File: src/hw/rtl/sbc_pkg.sv
`default_nettype none
package sbc_pkg;

   localparam int NUM_AXES = 3;
   // divider depth in registers, input to quotient
   localparam int DIV_LAT  = 21;
   localparam int QBITS    = 18;
   localparam logic [16:0] ONE_Q16 = 17'd65536;

   localparam logic [2:0] REG_MIN_X = 3'd0;
   localparam logic [2:0] REG_MAX_X = 3'd1;
   localparam logic [2:0] REG_MIN_Y = 3'd2;
   localparam logic [2:0] REG_MAX_Y = 3'd3;
   localparam logic [2:0] REG_MIN_Z = 3'd4;
   localparam logic [2:0] REG_MAX_Z = 3'd5;

   typedef struct packed {
      logic        ok;
      logic [16:0] lo;
      logic [16:0] hi;
   } slab_type;

   // one axis of the interval narrowing: min plane, then max plane
   function automatic slab_type slab_step(input slab_type cur, input logic dpos,
                                          input logic dneg, input logic zrej,
                                          input logic signed [18:0] tl,
                                          input logic signed [18:0] th);
      slab_type nxt;
      logic signed [18:0] lo_s;
      logic signed [18:0] hi_s;
      logic ok;
      ok   = cur.ok;
      lo_s = signed'({2'b00, cur.lo});
      hi_s = signed'({2'b00, cur.hi});
      if (ok) begin
         if (dpos) begin
            if (tl > hi_s) ok = 1'b0;
            else if (tl > lo_s) lo_s = tl;
         end else if (dneg) begin
            if (tl < lo_s) ok = 1'b0;
            else if (tl < hi_s) hi_s = tl;
         end else if (zrej) begin
            ok = 1'b0;
         end
      end
      if (ok) begin
         if (dpos) begin
            if (th < lo_s) ok = 1'b0;
            else if (th < hi_s) hi_s = th;
         end else if (dneg) begin
            if (th > hi_s) ok = 1'b0;
            else if (th > lo_s) lo_s = th;
         end
      end
      nxt.ok = ok;
      nxt.lo = lo_s[16:0];
      nxt.hi = hi_s[16:0];
      return nxt;
   endfunction

endpackage
`default_nettype wire

File: src/hw/rtl/sbc_div.sv
`default_nettype none
// Pipelined restoring divider: (num * 65536) / den, truncated toward zero,
// magnitude saturated to 2^18-1. One quotient bit per stage.
module sbc_div (
   input  wire logic               clock,
   input  wire logic               en,
   input  wire logic signed [32:0] num,
   input  wire logic signed [32:0] den,
   output logic signed [18:0]      quo
);
   localparam int NSTG = sbc_pkg::QBITS;

   logic [48:0] mag_ff;
   logic [32:0] dmag_ff;
   logic        neg_ff;

   logic [48:0]           rem_ff  [0:NSTG];
   logic [32:0]           d_ff    [0:NSTG];
   logic [NSTG-1:0]       q_ff    [0:NSTG];
   logic                  sat_ff  [0:NSTG];
   logic                  sgn_ff  [0:NSTG];
   logic signed [18:0]    quo_ff;

   logic [32:0] num_abs;
   logic [32:0] den_abs;
   assign num_abs = num[32] ? 33'(-num) : 33'(num);
   assign den_abs = den[32] ? 33'(-den) : 33'(den);

   always_ff @(posedge clock) begin
      if (en) begin
         mag_ff  <= {num_abs[32:0], 16'd0};
         dmag_ff <= den_abs;
         neg_ff  <= num[32] ^ den[32];
         // overflow check against den << 18
         rem_ff[0] <= mag_ff;
         d_ff[0]   <= dmag_ff;
         q_ff[0]   <= '0;
         sat_ff[0] <= ({2'b00, mag_ff} >= {dmag_ff, 18'd0});
         sgn_ff[0] <= neg_ff;
      end
   end

   for (genvar j = 0; j < NSTG; j++) begin : g_stg
      logic [50:0] shd;
      logic        take;
      assign shd  = {18'd0, d_ff[j]} << (NSTG - 1 - j);
      assign take = ({2'b00, rem_ff[j]} >= shd);
      always_ff @(posedge clock) begin
         if (en) begin
            rem_ff[j+1] <= take ? 49'({2'b00, rem_ff[j]} - shd) : rem_ff[j];
            d_ff[j+1]   <= d_ff[j];
            q_ff[j+1]   <= q_ff[j] | (take ? (NSTG'(1) << (NSTG - 1 - j)) : '0);
            sat_ff[j+1] <= sat_ff[j];
            sgn_ff[j+1] <= sgn_ff[j];
         end
      end
   end

   logic [NSTG-1:0] qmag;
   assign qmag = sat_ff[NSTG] ? {NSTG{1'b1}} : q_ff[NSTG];

   always_ff @(posedge clock) begin
      if (en) begin
         quo_ff <= sgn_ff[NSTG] ? 19'(-signed'({1'b0, qmag})) : signed'({1'b0, qmag});
      end
   end

   assign quo = quo_ff;
endmodule
`default_nettype wire

File: config.mk
export PLATFORM = sky130hd
export DESIGN_NAME = sbc_div
export DESIGN_NICKNAME = d
export VERILOG_FILES = /design/src/hw/rtl/sbc_pkg.sv /design/src/hw/rtl/sbc_div.sv
export SDC_FILE = /design/constraint.sdc
export NUM_CORES = 2
export LEC_CHECK = 0
export BUFFER_PORTS_ARGS = -buffer_cell sky130_fd_sc_hd__buf_2
export CAP_MARGIN = 20
export CORE_MARGIN = 4
export CORE_UTILIZATION = 61
export DETAILED_ROUTE_END_ITERATION = 6
export PLACE_DENSITY = 0.81
export SLEW_MARGIN = 15
export SYNTH_ARGS = -nofsm -noshare
export SYNTH_HDL_FRONTEND = slang
export SYNTH_SLANG_ARGS = --single-unit
File: constraint.sdc
create_clock -name clock -period 4.1 [get_ports clock]
set_input_delay 0.205 -clock clock [delete_from_list [all_inputs] [get_ports clock]]
set_output_delay 0.205 -clock clock [all_outputs]
set_load 0.03 [all_outputs]
Word level (Yosys, flattened, before mapping)
Memory sizes are Yosys's and may differ from the RTL's.
Cells that the tools add are included.
Word-level totals
  register bits after elaboration: 86
  RAM bits: 1938
  bits of input ports: 68
  output and inout port bits: 19
  memories: 5
Memories
  rem_ff: depth 19, bits a word 49, rd ports 18, clocked after Yosys merged registers in 0, wr ports 19, line sbc_div.sv:17  | logic [48:0] rem_ff [0:NSTG];
  d_ff: depth 19, bits a word 33, rd ports 18, clocked after Yosys merged registers in 0, wr ports 19, line sbc_div.sv:18  | logic [32:0] d_ff [0:NSTG];
  q_ff: depth 19, bits a word 18, rd ports 19, clocked after Yosys merged registers in 0, wr ports 19, line sbc_div.sv:19  | logic [NSTG-1:0] q_ff [0:NSTG];
  sat_ff: depth 19, bits a word 1, rd ports 19, clocked after Yosys merged registers in 0, wr ports 19, line sbc_div.sv:20  | logic sat_ff [0:NSTG];
  sgn_ff: depth 19, bits a word 1, rd ports 19, clocked after Yosys merged registers in 0, wr ports 19, line sbc_div.sv:21  | logic sgn_ff [0:NSTG];
Operators by class
  magnitude comparators: 19
  mux-type cells: 42
  bitwise operators: 19
  $add $sub $neg: 21
Operator list (count)
  $mux 49: 18
  $sub 49x49->49: 2
  $neg 33->33: 2
  $mux 32: 2
  $mux 18: 3
  $ge 49x51->1: 1
  $ge 49x50->1: 1
  $ge 49x33->1: 1
  $ge 49x34->1: 1
  $ge 49x35->1: 1
  $ge 49x36->1: 1
  $ge 49x37->1: 1
  $ge 49x38->1: 1
  $ge 49x39->1: 1
  $ge 49x40->1: 1
  $ge 49x41->1: 1
  $ge 49x42->1: 1
  $ge 49x43->1: 1
  $ge 49x44->1: 1
  $ge 49x45->1: 1
  $ge 49x46->1: 1
  $ge 49x47->1: 1
  $ge 49x48->1: 1
  $ge 49x49->1: 1
  other kinds (53): 55

Longest topological paths before layout
An unclocked memory read counts as a cell.
  word-level depth: 4
  mapped depth: 16

Worst setup path before layout
OpenSTA, ideal clock, no wires.
  path type: register to register
  start point: memory rem_ff[4][37]
  end point: memory rem_ff[5][14] (data pin)
  setup slack: 0.661 ns
  stages on the path, launching flop included: 11
  setup time: 0.260 ns
  arrival: 3.180 ns
  buffers on the path: 2
  cell sequence: edfxtp_1 -> ha_1 -> clkbuf_1 -> nand4_1 -> or4_1 -> or4_1 -> o211ai_1 -> a21o_1 -> a211o_1 -> clkbuf_1 -> mux2_2
RTL lines (line)
  start: declaration: sbc_div.sv:17

==> flow_metrics.tcl <==
set metrics [dict create \
    outcome "complete, no violations" \
    r2r-end "rem_ff[2][44]" \
    report.final.hold_viol_count 0 \
    synth.area.top_cells "sky130_fd_sc_hd__edfxtp_1 53%, sky130_fd_sc_hd__ha_1 8.6%, sky130_fd_sc_hd__a21oi_1 4.1%" \
    cpPeakStageDelay_ns 0.51 \
    slew_headroom_pct 36.2 \
    timing.final.ws_setup_ns 0.176 \
    power.sequential.fraction_pct 37.4 \
    clk_latency_ns 0.79 \
    die_area_sq_um 155000 \
    dr.pass1.iters 7 \
    floorplan.die.width_um 394 \
    postCtsSetupBuffers 0 \
    min_period_ns 3.92 \
    antenna_found_initial 2 \
    synth-seq-area-share_pct 53.0 \
    synthesis.area_per_instance_sq_um 10.9 \
    period_share_pct 95.7 \
    int_pwr_uw 44500 \
    final_stage_net_count 9360 \
    wire_per_inst_um 21.0 \
    grt_pass1_vias 64400 \
    nFillCells 10700 \
    detail_route.vias_per_cell 6.11 \
    total_inserted_antenna_cells 0 \
    setup-tns-final_ns 0 \
    cap_violations 0 \
    gp_congestion 0.975 \
    fin_cells 10700 \
    yosys.area.top_type_share_pct 53.0 \
    track_usage_pct 28.5 \
    p_leak_uw 0.0410 \
    power.switching_fraction_pct 36.2 \
    min_from "num[32]" \
    hp-class "in2reg" \
    timing.critical_path.arrival_ns 4.45 \
    worst-r2r-cell-count 12 \
    clkSlewWorstSetupHoldPaths_ns 0.06 \
    yosys_warnings 0 \
    tightest_slew_ns 0.957 \
    whs_path_depth 3 \
    worstSetupEndpointType "register" \
    cts_made_buffers 165 \
    hold_slack_ns 0.130 \
    global_route_wire_length_before_repair_um 353000 \
    report.final.slew_viol_count 0 \
    maximum_number_of_pins_on_one_net_before_global_route_repair 130 \
    startpoint_of_the_most_critical_register_to_register_path "d_ff[1][0]" \
    switching_power_uw 25200 \
    worst_ir_drop_vdd_mv 0.459 \
    initial_utilization_pct 61.4 \
    drive_gt1_share_pct 7.90 \
    mappedNetlistArea_sq_um 90800 \
    final_antenna_net_count 0 \
    worst-path-max-fanout 4 \
    synth_top_area_cell "sky130_fd_sc_hd__edfxtp_1" \
    synth_most_common_cell "sky130_fd_sc_hd__edfxtp_1" \
    synth_flop_cell "sky130_fd_sc_hd__edfxtp_1" \
    post_synth_inst_count 8312 \
    wirelength_um 225000 \
    critPathKind "reg2reg" \
    place_hpwl_um 168000 \
    timing.final.setup_violations 0 \
    crit_required_ns 4.62 \
    detailedPlace.worstSlack_ns -0.153 \
    area_grow_syn2layout_pct 11.7 \
    critical-path-slowest-cell "sky130_fd_sc_hd__edfxtp_1" \
    portBuffers 86 \
    grt_setup_unrepaired "true" \
    core_area_sq_um 148000 \
    share_comb_of_total_power_pct 40.6 \
    ys_async_sr_fraction_pct 0 \
    num_io_pins 87 \
    die_extent_in_y_um 394 \
    route.vias.total 65500 \
    post_synth_most_frequent_cells "1603 x sky130_fd_sc_hd__edfxtp_1, 776 x sky130_fd_sc_hd__inv_1, 744 x sky130_fd_sc_hd__a21oi_1" \
    max_freq_mhz 255 \
    synth-seq-cells 1603 \
    placed_cells 10300 \
    global_route.overflow_total 0 \
    placement_rows 141 \
    pwr_dens_nw_per_um2 687 \
    synth.net_count 9023 \
    skew_ns 0.0355 \
    start_kind "register" \
    ff2ff_setup_slack_ns 0.18 \
    critPathBufInv 0 \
    cpLargestDelayFamily "compound AO/OA/AOI/OAI gates" \
    post_synth_num_cell_types 79 \
    cts.sink_count 1603 \
    tritoncts "built" \
    drcViolationCount 0 \
    detail_route.iter0.violations 5891 \
    clock-root-buffer "sky130_fd_sc_hd__clkbuf_16" \
    synth_edf_count 1603 \
    cts.path.max_buffers 3 \
    clkPwrFrac_pct 22.0 \
    critical-path-top-cell-by-count "sky130_fd_sc_hd__o21ai_0" \
    path_cells "ha_1 -> fa_1 -> nor2b_1 -> o31ai_1 -> a21boi_0 -> o2111ai_1 -> a31oi_1 -> nor2_1 -> o21a_1 -> o21ai_0 -> xnor2_1 -> o21ai_0" \
    whs_endpoint "mag_ff[44]" \
    htreeDepth 4 \
]
[power groups by stage]
stage | Clock (uW) | Combinational [uW] | Sequential, uW
6_report | 15400 | 28300 | 26100
4_1_cts | 15600 | 27900 | 26000
3_3_place_gp | 0 | 26900 | 26200
2_1_floorplan | 0 | 20700 | 24900
3_5_place_dp | 0 | 27600 | 26300
5_1_grt | 16300 | 31300 | 26300
[timing repair]
item	4_1_cts	5_1_grt
gates resized for setup	1	17
endpoints found under the hold margin	100	0
endpoints found under the setup margin	7	27
hold buffers	107	0
[worst max path at each step]
stage,slack (ns),cells past startpoint,end,startpoint
after floorplan,0.66,10,rem_ff[5][14],rem_ff[4][37]
after global placement,-0.19,11,rem_ff[9][47],rem_ff[8][25]
after detailed placement,-0.15,11,rem_ff[9][47],rem_ff[8][25]
after CTS,0.09,11,rem_ff[9][47],rem_ff[8][25]
after global routing,-0.02,15,rem_ff[17][41],d_ff[16][1]
final,0.18,12,rem_ff[2][44],d_ff[1][0]
[layer usage]
| layer | wire [um] | vias up | track usage (%) | part of all wire (%) |
|---|---|---|---|---|
| li1 | - | 31200 | - | - |
| met1 | 92400 | 31400 | 36.5 | 41 |
| met2 | 110000 | 2295 | 49.4 | 49 |
| met3 | 12100 | 569 | 3.37 | 5.4 |
| met4 | 10500 | 0 | 12.0 | 4.6 |
| met5 | 0 | - | 0 | 0 |
[flip-flops by register name, summed over array words and instances, names as in the netlist]
| signal | cells |
|---|---|
| rem_ff | 714 |
| d_ff | 594 |
| q_ff | 171 |
| dmag_ff | 33 |
| mag_ff | 33 |
| quo | 19 |
| sat_ff | 19 |
| sgn_ff | 19 |
| neg_ff | 1 |
[metrics by stage]
stage	utilization (%)	area, sq um	power (uW)
final	68.7	102000	69700
after floorplan	-	90800	45700
after global routing	68.7	102000	73900
after global placement	64.2	94900	53200
after detailed placement	64.2	94900	53800
after CTS	68.6	101000	69500
[layout make-up]
cell class / instances / area [sq um] / share of cell area (%)
Clock buffer: 199 / 4340 / 4.28
Clock inverter: 105 / 1170 / 1.15
Inverter: 779 / 2920 / 2.88
Multi-Input combinational cell: 5720 / 39200 / 38.6
Sequential cell: 1603 / 48100 / 47.4
Tap cell: 1930 / 2410 / 2.38
Timing Repair Buffer: 380 / 3360 / 3.31
[placed cells by master (no fill, tap or decap), types with 107 or more instances in the layout]
cell type                       synthesis  layout
sky130_fd_sc_hd__a21oi_1              744     740
sky130_fd_sc_hd__nor3_1               113     113
sky130_fd_sc_hd__inv_1                776     776
sky130_fd_sc_hd__nor2_1               553     552
sky130_fd_sc_hd__nand4_1              117     117
sky130_fd_sc_hd__xor2_1               260     260
sky130_fd_sc_hd__edfxtp_1            1603    1603
sky130_fd_sc_hd__xnor2_1              392     392
sky130_fd_sc_hd__nand2_1              601     601
sky130_fd_sc_hd__a21o_1               341     341
sky130_fd_sc_hd__o21ai_0              535     534
sky130_fd_sc_hd__buf_4                  0     152
sky130_fd_sc_hd__nand3_1              123     123
sky130_fd_sc_hd__clkbuf_16              0     169
sky130_fd_sc_hd__ha_1                 626     626
sky130_fd_sc_hd__dlygate4sd3_1          0     107
[cell families after synthesis]
logic type / count (synthesis) / share of synthesized area (%)
muxes: 97 / 1.19
buffers and inverters: 989 / 4.09
and+or+nand+nor: 2040 / 10.8
DFF: 1603 / 53.0
xor gates and xnor gates: 652 / 6.29
adders and majority gates: 643 / 9.00
AOI/OAI and AO/OA: 2288 / 15.6
[worst min-delay path, delay by kind of cell]
family	cells	cell delay, ns
buffers and inverters	1	0.32
xor gates and xnor gates	1	0.11
and+or+nand+nor	1	0.17
Power figures use the tool's default switching activity.
